--- config.mk ---
export PLATFORM = sky130hd
export DESIGN_NAME = tte_seq
export DESIGN_NICKNAME = d
export VERILOG_FILES = /design/src/rtl/tte_pkg.sv /design/src/rtl/tte_seq.sv
export SDC_FILE = /design/constraint.sdc
export NUM_CORES = 1
export LEC_CHECK = 0
export ABC_AREA = 1
export BUFFER_PORTS_ARGS = -buffer_cell sky130_fd_sc_hd__buf_2
export CAP_MARGIN = 30
export CELL_PAD_IN_SITES_DETAIL_PLACEMENT = 1
export CELL_PAD_IN_SITES_GLOBAL_PLACEMENT = 2
export CORE_MARGIN = 2
export CORE_UTILIZATION = 29
export DETAILED_ROUTE_END_ITERATION = 6
export PLACE_DENSITY_LB_ADDON = 0.08
export SYNTH_ARGS = -nofsm -noshare
export SYNTH_HDL_FRONTEND = slang
export SYNTH_SLANG_ARGS = --single-unit
export TNS_END_PERCENT = 100
--- constraint.sdc ---
create_clock -name clk -period 4.6 [get_ports clk]
set_clock_uncertainty 0.1 [all_clocks]
set_input_delay 0.23 -clock clk [delete_from_list [all_inputs] [get_ports clk]]
set_output_delay 0.23 -clock clk [all_outputs]
set_load 0.03 [all_outputs]
--- src/rtl/tte_pkg.sv ---
// Shared types, constants and the microcode table of the tap tempo estimator.
// No dependencies; every rtl module refers to it by scoped names.
package tte_pkg;

	localparam int COUNT_BITS = 16;
	localparam int FRAC_BITS  = 16;
	localparam int CFG_W      = 16;
	localparam int CLK_W      = 8;
	localparam int RATE_W     = 8 + FRAC_BITS;
	localparam int DIVD_W     = CFG_W + FRAC_BITS;
	localparam int SUM_W      = RATE_W + 3;
	localparam int CMP_W      = (COUNT_BITS > CFG_W) ? COUNT_BITS : CFG_W;
	localparam int ITER_W     = $clog2(DIVD_W);
	localparam int PC_W       = 4;

	// divide by five as multiply by ceil(2^AVG_SHIFT / 5), exact for any SUM_W-bit sum
	localparam int AVG_DIV    = 5;
	localparam int AVG_SHIFT  = SUM_W + 3;
	localparam int RECIP_W    = SUM_W + 1;
	localparam int PROD_W     = SUM_W + RECIP_W;

	localparam logic [RATE_W-1:0] RATE_MAX    = {RATE_W{1'b1}};
	localparam logic [CFG_W-1:0]  RST_TPS     = CFG_W'(12000);
	localparam logic [CFG_W-1:0]  RST_MIN     = CFG_W'(343);
	localparam logic [CFG_W-1:0]  RST_MAX     = CFG_W'(36036);
	localparam logic [CLK_W-1:0]  RST_CLOCK   = CLK_W'(80);
	localparam logic [RECIP_W-1:0] AVG_RECIP  =
		RECIP_W'(((64'd1 << AVG_SHIFT) + 64'(AVG_DIV - 1)) / 64'(AVG_DIV));

	// configuration register indexes
	localparam logic [1:0] REG_TPS = 2'd0;
	localparam logic [1:0] REG_MIN = 2'd1;
	localparam logic [1:0] REG_MAX = 2'd2;

	typedef enum logic [3:0] {
		OP_NOP,
		OP_ACCEPT,
		OP_TICK,
		OP_LOAD_RATE,
		OP_DIV_STEP,
		OP_TAKE_M,
		OP_LOAD_AVG,
		OP_SET_AVG,
		OP_SET_FIRST,
		OP_EMIT
	} op_t;

	typedef enum logic [2:0] {
		C_NEVER,
		C_ALWAYS,
		C_NO_INPUT,
		C_NO_MEAS,
		C_DIV_MORE,
		C_FIRST,
		C_OUT_BLOCKED
	} cond_t;

	typedef struct packed {
		op_t             op;
		cond_t           cond;
		logic [PC_W-1:0] target;
	} uword_t;

	typedef struct packed {
		logic meas;
		logic averaging;
		logic out_blocked;
	} dp_stat_t;

	typedef struct packed {
		logic load;
		logic step;
	} div_ctl_t;

	// step addresses used as jump targets
	localparam logic [PC_W-1:0] PC_IDLE      = PC_W'(0);
	localparam logic [PC_W-1:0] PC_RATE_LOOP = PC_W'(3);
	localparam logic [PC_W-1:0] PC_FIRST     = PC_W'(8);
	localparam logic [PC_W-1:0] PC_EMIT      = PC_W'(9);

	// microprogram: jump to target when cond holds, else fall through
	function automatic uword_t ucode(input logic [PC_W-1:0] pc);
		uword_t uw;
		uw = '{op: OP_NOP, cond: C_ALWAYS, target: PC_IDLE};
		unique case (pc)
			PC_W'(0):  uw = '{op: OP_ACCEPT,    cond: C_NO_INPUT,    target: PC_IDLE};
			PC_W'(1):  uw = '{op: OP_TICK,      cond: C_NO_MEAS,     target: PC_EMIT};
			PC_W'(2):  uw = '{op: OP_LOAD_RATE, cond: C_NEVER,       target: PC_IDLE};
			PC_W'(3):  uw = '{op: OP_DIV_STEP,  cond: C_DIV_MORE,    target: PC_RATE_LOOP};
			PC_W'(4):  uw = '{op: OP_TAKE_M,    cond: C_FIRST,       target: PC_FIRST};
			PC_W'(5):  uw = '{op: OP_LOAD_AVG,  cond: C_NEVER,       target: PC_IDLE};
			PC_W'(6):  uw = '{op: OP_SET_AVG,   cond: C_ALWAYS,      target: PC_EMIT};
			PC_W'(8):  uw = '{op: OP_SET_FIRST, cond: C_NEVER,       target: PC_IDLE};
			PC_W'(9):  uw = '{op: OP_EMIT,      cond: C_OUT_BLOCKED, target: PC_EMIT};
			PC_W'(10): uw = '{op: OP_NOP,       cond: C_ALWAYS,      target: PC_IDLE};
			default:   uw = '{op: OP_NOP,       cond: C_ALWAYS,      target: PC_IDLE};
		endcase
		return uw;
	endfunction

endpackage

--- src/rtl/tte_seq.sv ---
// Microcode sequencer: step counter, control word lookup and conditional jumps.
// Depends on tte_pkg (program table and types).
module tte_seq (
	input  logic              clk,
	input  logic              arst_n,
	input  logic              in_valid,
	input  tte_pkg::dp_stat_t stat,
	input  logic              div_more,
	output tte_pkg::op_t      op
);

	logic [tte_pkg::PC_W-1:0] pc_q;
	tte_pkg::uword_t          uw;
	logic                     take;

	assign uw = tte_pkg::ucode(pc_q);
	assign op = uw.op;

	always_comb begin
		unique case (uw.cond)
			tte_pkg::C_NEVER:       take = 1'b0;
			tte_pkg::C_ALWAYS:      take = 1'b1;
			tte_pkg::C_NO_INPUT:    take = !in_valid;
			tte_pkg::C_NO_MEAS:     take = !stat.meas;
			tte_pkg::C_DIV_MORE:    take = div_more;
			tte_pkg::C_FIRST:       take = !stat.averaging;
			tte_pkg::C_OUT_BLOCKED: take = stat.out_blocked;
			default:                take = 1'b1;
		endcase
	end

	always_ff @(posedge clk or negedge arst_n) begin
		if (!arst_n) begin
			pc_q <= tte_pkg::PC_IDLE;
		end else begin
			pc_q <= take ? uw.target : pc_q + tte_pkg::PC_W'(1);
		end
	end

	a_accept_tick: assert property (@(posedge clk) disable iff (!arst_n)
		(op == tte_pkg::OP_ACCEPT && in_valid) |=> op == tte_pkg::OP_TICK)
		else $error("accepted tick not followed by counter step");

	a_emit_done: assert property (@(posedge clk) disable iff (!arst_n)
		(op == tte_pkg::OP_EMIT && !stat.out_blocked) |=> op == tte_pkg::OP_NOP)
		else $error("emit step did not retire");

	a_loop_exit: assert property (@(posedge clk) disable iff (!arst_n)
		(op == tte_pkg::OP_DIV_STEP && !div_more) |=>
			(op == tte_pkg::OP_TAKE_M || op == tte_pkg::OP_SET_AVG))
		else $error("divide loop exit went astray");

endmodule

==> results of run 1 <==
-- stage by stage --
step                      hold WS [ns]  instances  area [um^2]  setup slack, ns
after floorplan                -0.1656         74        498.0            3.025
after global placement        -0.06158        100        568.0            2.850
after detailed placement      -0.06232        100        568.0            2.829
after CTS                       0.2222        104        600.6            2.790
after global routing            0.2157        104        600.6            2.665
final                           0.2186        104        600.6            2.804
-- routing by layer --
metal / GRT usage / up-vias
met5: 0 / -
met4: 0.01765 / 0
met3: 0.04762 / 0
met2: 0.2225 / 11
met1: 0.1990 / 210
li1: - / 261
-- synthesized netlist by cell type (all sizes together) --
cell    instances
nand2          24
inv            13
nand3          12
ha              7
nor2            6
dfrtp           4
a21oi           3
o21ai           2
nand3b          1
nand4           1
xor2            1
-- logic make-up (layout without fill, tap and decap cells) --
| kind of cell | Yosys count | in the layout | share of synthesized area |
|---|---|---|---|
| and+or+nand+nor | 44 | 44 | 0.4573 |
| xor gates and xnor gates | 1 | 1 | 0.01759 |
| DFF | 4 | 4 | 0.2010 |
| buffers and inverters | 13 | 27 | 0.09800 |
| adders and majority gates | 7 | 7 | 0.1759 |
| AOI/OAI and AO/OA | 5 | 5 | 0.05024 |
-- area by class of cell --
type                    count  area (um^2)
inverters                  13        48.80
well taps                  16        20.02
fillers                   222        958.4
multi-input cells          57        349.1
repair buffers             11        60.06
clock buffers               3        22.52
flip-flops and latches      4        100.1
-- worst max-delay path by stage --
stage,start,end,slack (ns),depth (start not counted)
floorplan,pc_q[0],op[1],3.02,4
global placement,pc_q[1],pc_q[1],2.85,9
detailed placement,pc_q[1],pc_q[1],2.83,8
CTS,pc_q[1],op[0],2.79,5
global route,pc_q[1],pc_q[1],2.67,11
finish,pc_q[1],op[0],2.80,5
-- power by group through the flow --
stage | clock [W] | combinational (W) | sequential, W
after CTS | 0.0000446 | 0.000359 | 0.0000805
final | 0.0000433 | 0.000351 | 0.0000804
after floorplan | 0 | 0.000279 | 0.0000720
after detailed placement | 0 | 0.000357 | 0.0000811
after global routing | 0.0000484 | 0.000409 | 0.0000830
after global placement | 0 | 0.000354 | 0.0000804
-- repair_timing --
item / in CTS / in global routing
gates resized for setup: 0 / 0
endpoints found under the hold margin: 4 / 0
hold buffers: 1 / 0
==> reports/results.ini, run 1 <==
[synthesis]
synth_area_um2=498.0
synth_top_area_share=0.2010
synth_nets=88
synth.avg_cell_area_um2=6.729
yosys_warnings=0
synth-seq-cells=4
synth.distinct_cells=16
synth_top_cells_by_area=dfrtp_1 20%, ha_1 18%, nand2_1 15%
synth_largest_area_cell=dfrtp_1
synthCells=74
yosysSeqAreaShare=0.2010

[route]
drt-met1-wl_um=639
vias=482
routed_wl_um=1204
detail_route.wl_per_cell_um=11.58
dr.pass1.iters=3
routed_via_density=4.635
top_layer_used=met3
ant_nets=0
drt_iter0_drc=11
drc=0
met2_length_um=510
met3_length_um=54

[power_and_ir_drop]
sequentialPowerShare=0.169
ir_drop_v=0.0003036
finalPower_w=0.0004751
power_density_nw_per_um2=791.1
p_int_w=0.0001990
power.share.switching=0.5812
p_switching_w=0.0002761
p_leak_nw=0.3560
power_frac_comb=0.740
clock_power_share=0.091

[floorplan]
num_rows=14
start_util=0.3194
core_um2=1559
pin_count=11
die_area_um2=2065
die_x_um=45.44
die_height_um=45.44

[clock_network]
root_buffer=clkbuf_4
cts_tree=yes
post_cts_buffers=0
cts_buffers=3
path_clk_slew_ns=0.04
cts.path.max_buffers=2
h-tree-depth=1
clock_sink_count=4
clock_insertion_delay_worst_skew_ns=0.24

[sta]
timing.setup.tns_ns=0
slew_headroom=0.8117
period_minus_slack_ns=1.796
fmax_mhz=556.7
finalHoldViolations=0
fin_crit_sh=0.3905
finalMaxSlewViolations=0
rsz0062_at_grt=false
worst_slew_pin_slew_ns=0.2825
setup_viol=0

[setup_path]
critical-path-max-stage-delay_ns=0.44
worst-path-buf-inv=2
worst-r2r-cell-count=11
reg2reg_slack_ns=2.85
r2r-start=pc_q[1]
timing.rr.end=pc_q[1]
cp.required_ns=4.27
cp_data_arrival_time_ns=1.47
start_kind=register
crit_slowest_cell=dfrtp_1
path_delay_family=flip-flops
cp_max_fo=8
setup.worst_path.end_class=output pin
crit_chain=inv_1 > ha_1 > nand3_4 > nand2_1 > buf_2
crit_type=register to output pin

[finish]
fin_util=0.3852
syn_to_final_growth_pct=20.60
drive_gt1_frac=0.2614
layout_common_cells=20 x nand2_1, 11 x inv_1, 10 x buf_2, 9 x nand3_1, 7 x ha_1
nNetsFinal=104
regMostFlops=pc_q
diodes=0
largest_register_ffs=4
largestRegisters=pc_q (4)
final_common_cell=nand2_1

[place]
dp_hpwl_um=984.8
portBuffers=10
gp_congestion=0.7035

[grt]
antenna_found_initial=0
grt_usage=0.1438
grt_pass1_vias=484
grt_pass1_wl_um=2097
grt_remaining_overflow=0
grt_start_max_net_pins=9

[flow_run]
maxCapViolCount=0

[outcome]
status=finished, final reports clean

[hold_path]
hold_path.class=primary input to async pin

Power figures use the tool's default switching activity.
==> run 2, diff against run 1 <==
Settings changed: CORE_UTILIZATION 29 to 24.
Clock period 4.6 ns to 1.58 ns, I/O delays scaled along.
==> reports/results.ini, run 2 (synthesis results as in run 1) <==
[finish]
nNetsFinal=115
regMostFlops=pc_q
syn_to_final_growth_pct=71.61
drive_gt1_frac=0.5960
layout_common_cells=14 x buf_4, 12 x nand2_2, 9 x nand2_1, 8 x inv_1, 8 x nand3_1
design_area_um2=854.6
diodes=0
final_common_cell=buf_4
fin_util=0.4356
largest_register_ffs=4
largestRegisters=pc_q (4)

[setup_path]
worst-r2r-cell-count=9
cp_data_arrival_time_ns=1.46
critical-path-max-stage-delay_ns=0.45
cp.required_ns=1.40
setup.worst_path.end_class=output pin
crit_slowest_cell=dfrtp_2
cp.depth=6
cp_max_fo=7
crit_chain=inv_4 > ha_4 > nand3_4 > buf_4 > nand2_1 > buf_6
start_kind=register
worst-path-buf-inv=3
crit_type=register to output pin
path_delay_family=flip-flops

[grt]
antenna_found_initial=0
grt_pass1_vias=531
grt_usage=0.1256
grt_start_max_net_pins=8
grt_remaining_overflow=0
grt_pass1_wl_um=2297

[sta]
layout_setup_ws_ns=-0.05536
finalHoldViolations=0
fmax_mhz=611.5
period_minus_slack_ns=1.635
worst_slew_pin_slew_ns=0.2919
finalMaxSlewViolations=0
timing.setup.tns_ns=-0.2433
rsz0062_at_grt=true
fin_crit_sh=1.035
slew_headroom=0.8054
setup_viol=7

[place]
placed_cell_area_um2=649.4
gp_congestion=0.7614
dp_hpwl_um=1141
portBuffers=10

[clock_network]
h-tree-depth=1
clock_insertion_delay_worst_skew_ns=0.23
clock_sink_count=4
cts_buffers=3
root_buffer=clkbuf_4
path_clk_slew_ns=0.04
cts.path.max_buffers=2
cts_tree=yes

[floorplan]
pin_count=11
num_rows=16
start_util=0.2538
core_um2=1962
die_height_um=49.55
die_x_um=49.55
die_area_um2=2455

[power_and_ir_drop]
p_int_w=0.0009231
ir_drop_v=0.0009259
p_leak_nw=0.4268
p_switching_w=0.001063
finalPower_w=0.001986
sequentialPowerShare=0.132
power.share.switching=0.5352
power_density_nw_per_um2=2324
clock_power_share=0.062
power_frac_comb=0.806

[route]
routed_via_density=4.333
vias=546
routed_wl_um=1489
ant_nets=0
drc=0
dr.pass1.iters=4
detail_route.wl_per_cell_um=11.82
drt_iter0_drc=3

[outcome]
violations=setup timing
status=finished, violations left

[flow_run]
maxCapViolCount=0

[hold_path]
hold_path.class=primary input to async pin

run 2: changes by cell type in the layout (fill, tap and decap cells not counted), sizes merged:
cell  before  now
buf       10   21
run 2: routing by layer:
| layer | wire (um) | GRT usage | vias to the layer above |
|---|---|---|---|
| met1 | 742 | 0.1636 | 254 |
| met2 | 721 | 0.2044 | 6 |
| met4 | 0 | 0.04167 | 0 |
| met3 | 25 | 0.02727 | 0 |
| met5 | 0 | 0 | - |
| li1 | - | - | 286 |
run 2: what timing repair did:
| action | in CTS | in global routing |
|---|---|---|
| endpoints found under the hold margin | 4 | 0 |
| resized for setup | 18 | 26 |
| hold buffers | 1 | 0 |
| endpoints found under the setup margin | 7 | 7 |
| buffers inserted | 0 | 2 |
| pin swaps | 5 | 14 |
run 2: per-stage QoR:
step | setup WS (ns) | instances | hold slack [ns]
3_3_place_gp | -0.1159 | 120 | -0.2123
2_1_floorplan | 0.04210 | 74 | -0.3166
6_report | -0.05536 | 126 | 0.1131
5_1_grt | -0.1679 | 126 | 0.1151
3_5_place_dp | -0.1474 | 120 | -0.2099
4_1_cts | -0.03230 | 124 | 0.07417
run 2: path summary, 6_finish.rpt:
| kind | startpoint | endpoint | slack [ns] |
|---|---|---|---|
| worst min register to register | pc_q[3] | pc_q[1] | 0.61 |
| worst max register to register | pc_q[1] | pc_q[3] | -0.04 |
| min in group clk | stat[1] | pc_q[3] | 0.24 |
| max in group asynchronous | arst_n | pc_q[0] | 1.13 |
| worst min-delay path | arst_n | pc_q[2] | 0.11 |
| worst max-delay path | pc_q[1] | op[0] | -0.06 |
run 2: final cells by class:
type / instances / area, um^2
Timing Repair Buffer: 22 / 156.4
Clock buffer: 3 / 22.52
Tap cell: 27 / 33.78
Sequential cell: 4 / 102.6
Inverter: 13 / 51.30
Fill cell: 267 / 1107
Multi-Input combinational cell: 57 / 488.0
run 2: power groups by stage:
stage / clock network (W) / logic [W] / registers, W
floorplan: 0 / 0.000812 / 0.000210
global placement: 0 / 0.00119 / 0.000219
detailed placement: 0 / 0.00119 / 0.000219
CTS: 0.000132 / 0.00134 / 0.000239
global route: 0.000139 / 0.00178 / 0.000268
finish: 0.000124 / 0.00160 / 0.000261
run 2: worst register-to-register path, cell delays in order (launching register included):
cell and delay (ns):
dfrtp_2 0.45, inv_4 0.12, ha_4 0.16, nand3_4 0.12, nand2_4 0.10, nand4_1 0.14, nand3b_4 0.14, nand2_4 0.07
nand2_2 0.06, nand2_1 0.05
