===== src/rtl/tte_pkg.sv =====
// Shared types, constants and the microcode table of the tap tempo estimator.
// No dependencies; every rtl module refers to it by scoped names.
package tte_pkg;

	localparam int COUNT_BITS = 16;
	localparam int FRAC_BITS  = 16;
	localparam int CFG_W      = 16;
	localparam int CLK_W      = 8;
	localparam int RATE_W     = 8 + FRAC_BITS;
	localparam int DIVD_W     = CFG_W + FRAC_BITS;
	localparam int SUM_W      = RATE_W + 3;
	localparam int CMP_W      = (COUNT_BITS > CFG_W) ? COUNT_BITS : CFG_W;
	localparam int ITER_W     = $clog2(DIVD_W);
	localparam int PC_W       = 4;

	// divide by five as multiply by ceil(2^AVG_SHIFT / 5), exact for any SUM_W-bit sum
	localparam int AVG_DIV    = 5;
	localparam int AVG_SHIFT  = SUM_W + 3;
	localparam int RECIP_W    = SUM_W + 1;
	localparam int PROD_W     = SUM_W + RECIP_W;

	localparam logic [RATE_W-1:0] RATE_MAX    = {RATE_W{1'b1}};
	localparam logic [CFG_W-1:0]  RST_TPS     = CFG_W'(12000);
	localparam logic [CFG_W-1:0]  RST_MIN     = CFG_W'(343);
	localparam logic [CFG_W-1:0]  RST_MAX     = CFG_W'(36036);
	localparam logic [CLK_W-1:0]  RST_CLOCK   = CLK_W'(80);
	localparam logic [RECIP_W-1:0] AVG_RECIP  =
		RECIP_W'(((64'd1 << AVG_SHIFT) + 64'(AVG_DIV - 1)) / 64'(AVG_DIV));

	// configuration register indexes
	localparam logic [1:0] REG_TPS = 2'd0;
	localparam logic [1:0] REG_MIN = 2'd1;
	localparam logic [1:0] REG_MAX = 2'd2;

	typedef enum logic [3:0] {
		OP_NOP,
		OP_ACCEPT,
		OP_TICK,
		OP_LOAD_RATE,
		OP_DIV_STEP,
		OP_TAKE_M,
		OP_LOAD_AVG,
		OP_SET_AVG,
		OP_SET_FIRST,
		OP_EMIT
	} op_t;

	typedef enum logic [2:0] {
		C_NEVER,
		C_ALWAYS,
		C_NO_INPUT,
		C_NO_MEAS,
		C_DIV_MORE,
		C_FIRST,
		C_OUT_BLOCKED
	} cond_t;

	typedef struct packed {
		op_t             op;
		cond_t           cond;
		logic [PC_W-1:0] target;
	} uword_t;

	typedef struct packed {
		logic meas;
		logic averaging;
		logic out_blocked;
	} dp_stat_t;

	typedef struct packed {
		logic load;
		logic step;
	} div_ctl_t;

	// step addresses used as jump targets
	localparam logic [PC_W-1:0] PC_IDLE      = PC_W'(0);
	localparam logic [PC_W-1:0] PC_RATE_LOOP = PC_W'(3);
	localparam logic [PC_W-1:0] PC_FIRST     = PC_W'(8);
	localparam logic [PC_W-1:0] PC_EMIT      = PC_W'(9);

	// microprogram: jump to target when cond holds, else fall through
	function automatic uword_t ucode(input logic [PC_W-1:0] pc);
		uword_t uw;
		uw = '{op: OP_NOP, cond: C_ALWAYS, target: PC_IDLE};
		unique case (pc)
			PC_W'(0):  uw = '{op: OP_ACCEPT,    cond: C_NO_INPUT,    target: PC_IDLE};
			PC_W'(1):  uw = '{op: OP_TICK,      cond: C_NO_MEAS,     target: PC_EMIT};
			PC_W'(2):  uw = '{op: OP_LOAD_RATE, cond: C_NEVER,       target: PC_IDLE};
			PC_W'(3):  uw = '{op: OP_DIV_STEP,  cond: C_DIV_MORE,    target: PC_RATE_LOOP};
			PC_W'(4):  uw = '{op: OP_TAKE_M,    cond: C_FIRST,       target: PC_FIRST};
			PC_W'(5):  uw = '{op: OP_LOAD_AVG,  cond: C_NEVER,       target: PC_IDLE};
			PC_W'(6):  uw = '{op: OP_SET_AVG,   cond: C_ALWAYS,      target: PC_EMIT};
			PC_W'(8):  uw = '{op: OP_SET_FIRST, cond: C_NEVER,       target: PC_IDLE};
			PC_W'(9):  uw = '{op: OP_EMIT,      cond: C_OUT_BLOCKED, target: PC_EMIT};
			PC_W'(10): uw = '{op: OP_NOP,       cond: C_ALWAYS,      target: PC_IDLE};
			default:   uw = '{op: OP_NOP,       cond: C_ALWAYS,      target: PC_IDLE};
		endcase
		return uw;
	endfunction

endpackage


===== src/rtl/tte_div.sv =====
// Shared restoring divider, one quotient bit per cycle.
// Depends on tte_pkg.
module tte_div (
	input  logic                                clk,
	input  logic                                arst_n,
	input  tte_pkg::div_ctl_t                   ctl,
	input  logic [tte_pkg::DIVD_W-1:0]          dvd_in,
	input  logic [tte_pkg::COUNT_BITS-1:0]      dsr_in,
	output logic [tte_pkg::DIVD_W-1:0]          quot,
	output logic                                more
);

	logic [tte_pkg::DIVD_W-1:0]     dvd_q;
	logic [tte_pkg::COUNT_BITS-1:0] dsr_q;
	logic [tte_pkg::COUNT_BITS-1:0] rem_q;
	logic [tte_pkg::ITER_W-1:0]     iter_q;
	logic [tte_pkg::COUNT_BITS:0]   rem_sh;
	logic [tte_pkg::COUNT_BITS:0]   rem_diff;
	logic                           ge;

	assign rem_sh   = {rem_q, dvd_q[tte_pkg::DIVD_W-1]};
	assign rem_diff = rem_sh - {1'b0, dsr_q};
	assign ge       = rem_sh >= {1'b0, dsr_q};
	assign quot     = dvd_q;
	assign more     = iter_q != tte_pkg::ITER_W'(tte_pkg::DIVD_W - 1);

	always_ff @(posedge clk or negedge arst_n) begin
		if (!arst_n) begin
			iter_q <= '0;
		end else if (ctl.load) begin
			iter_q <= '0;
		end else if (ctl.step) begin
			iter_q <= iter_q + tte_pkg::ITER_W'(1);
		end
	end

	// dividend register shifts out the numerator and fills with quotient bits
	always_ff @(posedge clk) begin
		if (ctl.load) begin
			dvd_q <= dvd_in;
			dsr_q <= dsr_in;
			rem_q <= '0;
		end else if (ctl.step) begin
			dvd_q <= {dvd_q[tte_pkg::DIVD_W-2:0], ge};
			rem_q <= ge ? rem_diff[tte_pkg::COUNT_BITS-1:0]
				: rem_sh[tte_pkg::COUNT_BITS-1:0];
		end
	end

	a_load_nonzero: assert property (@(posedge clk) disable iff (!arst_n)
		ctl.load |-> dsr_in != '0)
		else $error("divider loaded with zero divisor");

	a_no_overlap: assert property (@(posedge clk) disable iff (!arst_n)
		!(ctl.load && ctl.step))
		else $error("divider load and step together");

	a_rem_below: assert property (@(posedge clk) disable iff (!arst_n)
		$past(ctl.step) |-> rem_q < dsr_q)
		else $error("divider remainder not below divisor");

endmodule


===== config.mk =====
export PLATFORM = sky130hd
export DESIGN_NAME = tte_div
export DESIGN_NICKNAME = d
export VERILOG_FILES = /design/src/rtl/tte_pkg.sv /design/src/rtl/tte_div.sv
export SDC_FILE = /design/constraint.sdc
export NUM_CORES = 1
export LEC_CHECK = 0
export ABC_AREA = 1
export BUFFER_PORTS_ARGS = -buffer_cell sky130_fd_sc_hd__buf_2
export CORE_MARGIN = 2
export CORE_UTILIZATION = 36
export CTS_BUF_LIST = sky130_fd_sc_hd__clkbuf_2 sky130_fd_sc_hd__clkbuf_4 sky130_fd_sc_hd__clkbuf_8
export DETAILED_ROUTE_END_ITERATION = 12
export PLACE_DENSITY = 0.55
export SYNTH_ARGS = -nofsm -noshare
export SYNTH_HDL_FRONTEND = slang
export SYNTH_SLANG_ARGS = --single-unit

===== constraint.sdc =====
create_clock -name clk -period 2.3 [get_ports clk]
set_input_delay 0.23 -clock clk [delete_from_list [all_inputs] [get_ports clk]]
set_output_delay 0.23 -clock clk [all_outputs]
set_load 0.03 [all_outputs]

==> metrics.md, run 1 <==
| Metric | Value |
|---|---|
| Outcome | complete, no violations |
| Num ports | 85 |
| Num Clock Sinks | 69 |
| IO Port Bufs | 84 |
| First-pass GRT wire length | 15,200 um |
| Fin. max-slew vios | 0 |
| Vias in the first global route | 3,363 |
| Gpl congestion | 0.890 |
| Post-synth top cells | 210 x nand2_1, 76 x inv_1, 48 x edfxtp_1, 35 x nand3_1, 18 x ha_1 |
| Tcrit/Tclk final | 90.3% |
| Cell Pwr Density | 683 nW/um^2 |
| Routed wire length | 9220 um |
| Post-Route Setup TNS | 0 ns |
| Max clock buf depth | 2 |
| Area of the die | 11,900 um^2 |
| Worst path slowest cell | fa_1 |
| Power Total | 0.00326 W |
| Tightest Pin Transition | 0.904 ns |
| GRT Util Overall | 16.8% |
| Post-synthesis sequential area ratio | 47.6% |
| Synth area leaders | edfxtp_1 36%, nand2_1 20%, dfxtp_1 8.1% |
| Register bit total from synthesis | 69 |
| Critical path endpoint category | register |
| Vias after detailed routing | 3,372 |
| H-tree depth | 3 |
| Yosys top cell by area | edfxtp_1 |
| Layout cells sized above 1 | 21.2% |
| CORE AREA | 10,800 um^2 |
| Die Width | 109 um |
| Clock period minus worst slack | 2.08 ns |
| CP dominant cell by count | nand2_1 |
| # rows | 38 |
| Critical path cell sequence | inv_1, ha_1, fa_1, nor2_1, nor2_1, o21ai_1, nand2_1, nand3_1, nand3_2, nand2_1, nand2_1 |
| DRC | 0 |
| Hold slack final | 0.0411 ns |
| Final ANT Viol Nets | 0 |
| DP HPWL | 6850 um |
| Grt total ovfl | 0 |
| Pleak | 2.52 nW |
| Fraction of registers with async set/reset | 7.25% |
| Worst path max stage delay | 0.44 ns |
| Hold Fails Final Rpt | 0 |
| Crit path max fanout | 4 |
| Final Net Count | 671 |
| Final Setup Violations | 0 |
| Initial DRC Count | 97 |
| YS warnings | 0 |
| Vias per std cell | 4.53 |
| DR pass1 iterations | 4 |
| Mean post-synth cell area | 7.84 um^2 |
| Slew HR | 39.5% |
| Gate Count Post-Synth | 506 |
| Initial antenna violation count | 0 |
| CP Launch Type | register |
| Area added between synthesis and finish | 20.5% |
| Num CTS Buffers | 9 |
| Kind of critical path | reg -> reg |
| Most frequent cell after synthesis | nand2_1 |
| Post-synth top area share | 36.3% |
| Initial Util | 36.7% |
| Skew final | 0.00631 ns |
| Root Buffer | clkbuf_8 |
| Post-synthesis cell type count | 35 |
| Routed WL per cell | 12.4 um |
| Synth Cell Area | 3970 um^2 |
| RSZ-0062 raised after global routing | false |
| Clk Latency, worst-skew pair | 0.36 ns |
| CTS tree | built |
| HP Class | in -> reg |
| ANT cells | 0 |
| Peak supply drop | 0.000524 V |
| Clk slew on worst S/H paths | 0.08 ns |
| Primary FF master, synth | edfxtp_1 |
| Largest net degree at the start of global routing | 41 |
| Number of max-cap violations | 0 |
| Fmax | 481 MHz |
| Post-Syn Nets | 577 |
| Post-synth EDFFs | 48 |
| Die height | 109 um |
| Req. time, crit path | 2.56 ns |
| Post-CTS Setup Repair Bufs | 0 |
| Data arrival time of the critical path | 2.34 ns |
==> cell type report <==
class | count | area, um^2
clock buffer | 9 | 124
multi-input combinational | 348 | 1730
inverter | 77 | 289
timing repair buffer | 95 | 505
tap | 140 | 175
clock inverter | 7 | 75.1
fill | 1097 | 6010
sequential | 69 | 1890
==> per-layer routing <==
| layer | vias to the layer above | wire length (um) | GRT usage (%) |
|---|---|---|---|
| li1 | 1789 | - | - |
| met1 | 1501 | 4200 | 20.3 |
| met2 | 67 | 4340 | 26.8 |
| met3 | 15 | 514 | 6.69 |
| met4 | 0 | 163 | 6.14 |
| met5 | - | 0 | 0 |
==> report_power, final <==
group	switching (W)	internal, W	total, W
logic	0.000490	0.000258	0.000748
clock network	0.000506	0.000506	0.00101
registers	0.0000548	0.00145	0.00151
==> path summary, 6_finish.rpt <==
check	from	end	slack, ns	cells after the start
setup / recovery	quot[31]$_DFFE_PP_	rem_q[14]$_SDFFE_PP0P_	0.22	11
hold / removal	dsr_in[13]	dsr_q[13]$_DFFE_PP_	0.04	1
setup reg to reg	quot[31]$_DFFE_PP_	rem_q[14]$_SDFFE_PP0P_	0.22	11
hold reg to reg	rem_q[8]$_SDFFE_PP0P_	rem_q[8]$_SDFFE_PP0P_	0.48	2
max in group asynchronous	arst_n	iter_q[0]$_DFFE_PN0P_	1.97	2
min in group asynchronous	arst_n	iter_q[1]$_DFFE_PN0P_	0.20	2
==> cells in the final DEF, fill, tap and decap left out, drive strengths merged, types with 10 or more instances in the layout <==
cell type and instances:
nand2 216, buf 94, inv 78, edfxtp 48, nand3 39, nor2 22
ha 18, dfxtp 16, a21oi 10, o21ai 10
==> what timing repair did <==
action / 4_1_cts / 5_1_grt
endpoints found under the hold margin: 5 / 0
gates resized for setup: 0 / 0
hold buffers: 1 / 0
==> worst max-delay path, delay by kind of cell, from the launching register on <==
family,cells,cell delay (ns)
fa+ha+maj,2,0.67
buf+inv,1,0.07
compound gates,1,0.24
simple gates,7,0.65
flops,1,0.35
==> cell families after synthesis <==
family                   count (synthesis)  synth area share [%]
AO/OA/AOI/OAI                           25                  3.72
XOR/XNOR                                 6                  1.32
adder cells (fa/ha/maj)                 19                  6.18
buffers and inverters                   89                  8.93
flip-flops                              69                  47.6
AND/OR/NAND/NOR                        298                  32.3
==> stage by stage <==
| stage | setup WS (ns) | std cells | cell area (um^2) | util [%] |
|---|---|---|---|---|
| global placement | 0.193 | 728 | 4570 | 42.4 |
| detailed placement | 0.213 | 728 | 4570 | 42.4 |
| floorplan | 0.275 | 506 | 3970 | - |
| CTS | 0.205 | 745 | 4780 | 44.3 |
| finish | 0.222 | 745 | 4780 | 44.3 |
| global route | 0.000763 | 745 | 4780 | 44.3 |
==> state kept, by name (all words and copies together) (netlist names) <==
name and count:
quot 32, dsr_q 16, iter_q 5, rem_q 16
No activity file was read; power rests on OpenSTA's default activity.
==> inputs of run 2 (changes only) <==
CORE_UTILIZATION = 48   (was 36)
CTS_CLUSTER_DIAMETER = 60   (was unset)
PLACE_DENSITY = 0.7   (was 0.55)
==> run 2 against run 1 <==
  * First-iteration DRC count rose by 84%
  * Largest power group unchanged
  * Highest routed layer unchanged
  * Largest cell class unchanged
  * Setup slack got worse by 0.019 ns
  * Fmax fell by 0.91%
  * Cell count fell by 5.1%
  * Combinational power barely moved
  * Clock power fell by 11%
  * Sequential cell count did not move
  * Cell area fell by 1.9%
  * Count of clock-buffer cells in the layout did not move
  * Worst hold slack improved by 0.0085 ns
  * Total power fell by 3.5%
  * Clock skew rose by 0.0046 ns
==> metrics.md, run 2 (synthesized netlist as in run 1, its figures left out) <==
| Metric | Value |
|---|---|
| HP Class | in -> reg |
| Flop pwr share | 47.7% |
| DP HPWL | 6480 um |
| Data arrival time of the critical path | 2.38 ns |
| Max clock buf depth | 2 |
| Num Clock Sinks | 69 |
| Fmax | 477 MHz |
| Routed WL per cell | 12.5 um |
| Tightest Pin Transition | 0.963 ns |
| Layout cells sized above 1 | 20.9% |
| Vias in the first global route | 3,270 |
| Pleak | 2.50 nW |
| Initial DRC Count | 178 |
| First-pass GRT wire length | 14,500 um |
| Num ports | 85 |
| Crit path max fanout | 16 |
| Worst reg2reg path endpoint | rem_q[2]$_SDFFE_PP0P_ |
| Critical path endpoint category | register |
| # rows | 33 |
| Met3 GRT Util | 5.59% |
| H-tree depth | 3 |
| Clock period minus worst slack | 2.10 ns |
| Die Width | 94.9 um |
| Outcome | complete, no violations |
| Switch Pwr | 0.00105 W |
| Reg2Reg Setup Slack | 0.20 ns |
| CP Launch Point | dsr_q[14]$_DFFE_PP_ |
| Post-layout instance area | 4690 um^2 |
| Vias after detailed routing | 3,448 |
| Initial Util | 49.0% |
| CTS Hold Bufs | 1 |
| Number of max-cap violations | 0 |
| Vias per std cell | 4.88 |
| Die height | 94.9 um |
| Num CTS Buffers | 9 |
| Post-Route Setup TNS | 0 ns |
| GRT Util Overall | 20.8% |
| CORE AREA | 8090 um^2 |
| Area added between synthesis and finish | 18.2% |
| Tcrit/Tclk final | 91.2% |
| Post_cts resized | 0 |
| Commonest non-fill, non-tap cell in the layout | nand2_1 |
| Final Net Count | 668 |
| CP Launch Type | register |
| Slew HR | 35.7% |
| Clock share of power | 28.6% |
| Gr busiest metal | met2 |
| Placed cells | 690 |
| Met2 Resource Use GR | 33.0% |
| Clk slew on worst S/H paths | 0.08 ns |
| Req. time, crit path | 2.58 ns |
| Int Power | 0.00210 W |
| Most frequent cells in the layout | 210 x nand2_1, 84 x buf_2, 76 x inv_1, 48 x edfxtp_1, 35 x nand3_1 |
| IO Port Bufs | 84 |
| Gpl congestion | 0.935 |
| GR Util met1 | 26.9% |
| Clk Latency, worst-skew pair | 0.35 ns |
| RSZ-0062 raised after global routing | false |
| Root Buffer | clkbuf_8 |
| Initial antenna violation count | 0 |
| DR pass1 iterations | 4 |
| Cell Pwr Density | 672 nW/um^2 |
| Final Setup Violations | 0 |
| Layout Cells excl Fill | 707 |
| RR Startpoint | dsr_q[14]$_DFFE_PP_ |
| Logic pwr share | 23.7% |
| Post-CTS Setup Repair Bufs | 0 |
| Worst reg-to-reg path cell count | 10 |
| DRC | 0 |
| Switching Fraction | 33.4% |
| CTS tree | built |
| Final ANT Viol Nets | 0 |
| Fill cells | 780 |
| Hold Fails Final Rpt | 0 |
| Grt total ovfl | 0 |
| Area of the die | 9010 um^2 |
| Fin. max-slew vios | 0 |
| DP Area | 4510 um^2 |
| ANT cells | 0 |
| Max FFs per register | 32 |
| Routed wire length | 8810 um |
| Largest net degree at the start of global routing | 41 |
| Kind of critical path | reg -> reg |
| Crit path to | rem_q[2]$_SDFFE_PP0P_ |
| Skew final | 0.0109 ns |
| Peak supply drop | 0.000381 V |
-- run 2: changes by cell type in the layout (fill, tap and decap cells not counted), sizes merged --
| cell | previous run | this run |
|---|---|---|
| clkinv | 4 | 6 |
| bufinv | 1 | 0 |
| buf | 94 | 91 |
| clkinvlp | 1 | 0 |
-- run 2: per-stage QoR --
stage,hold slack [ns],setup WS (ns),power [W],utilization (%)
3_5_place_dp,0.0486,0.187,0.00227,55.7
5_1_grt,0.0310,0.00410,0.00331,57.9
4_1_cts,0.0344,0.167,0.00317,57.9
3_3_place_gp,0.0477,0.228,0.00226,55.7
2_1_floorplan,-0.0656,0.275,0.00206,-
6_report,0.0495,0.203,0.00315,57.9
-- run 2: worst min path at each step --
stage | from | endpoint | slack, ns | depth (start not counted)
final | dsr_in[5] | dsr_q[5]$_DFFE_PP_ | 0.05 | 1
after CTS | dsr_in[5] | dsr_q[5]$_DFFE_PP_ | 0.03 | 1
after floorplan | arst_n | iter_q[0]$_DFFE_PN0P_ | -0.07 | 0
after global routing | dsr_in[5] | dsr_q[5]$_DFFE_PP_ | 0.03 | 1
after detailed placement | arst_n | iter_q[4]$_DFFE_PN0P_ | 0.05 | 1
after global placement | arst_n | iter_q[1]$_DFFE_PN0P_ | 0.05 | 1
-- run 2: power by group through the flow --
stage | sequential, W | clock [W] | combinational [W]
after floorplan | 0.00164 | 0 | 0.000414
after global placement | 0.00153 | 0 | 0.000731
after detailed placement | 0.00153 | 0 | 0.000743
after CTS | 0.00150 | 0.000918 | 0.000749
after global routing | 0.00152 | 0.000964 | 0.000832
final | 0.00150 | 0.000902 | 0.000745
-- run 2: per-layer routing --
metal,share of wire (%),vias up,wire length [um]
met4,1.6,0,142
met3,5.1,13,448
met5,0,-,0
met1,47,1577,4130
met2,46,77,4090
li1,-,1781,-
-- run 2: worst max-delay path, cell delays in order, from the launching register on --
cell	delay, ns
edfxtp_1	0.32
inv_1	0.04
ha_1	0.38
a21oi_2	0.20
o21a_1	0.15
nand2_2	0.07
nor2_4	0.35
nand2_4	0.23
nand2_1	0.14
nand3_1	0.07
o21ai_0	0.07
-- run 2: final cells by class --
class,instances,area (um^2),area share (%)
Tap cell,105,131,2.80
Inverter,77,289,6.16
Clock buffer,9,124,2.64
Multi-Input combinational cell,348,1730,36.8
Clock inverter,7,50.0,1.07
Sequential cell,69,1890,40.2
Timing Repair Buffer,92,483,10.3
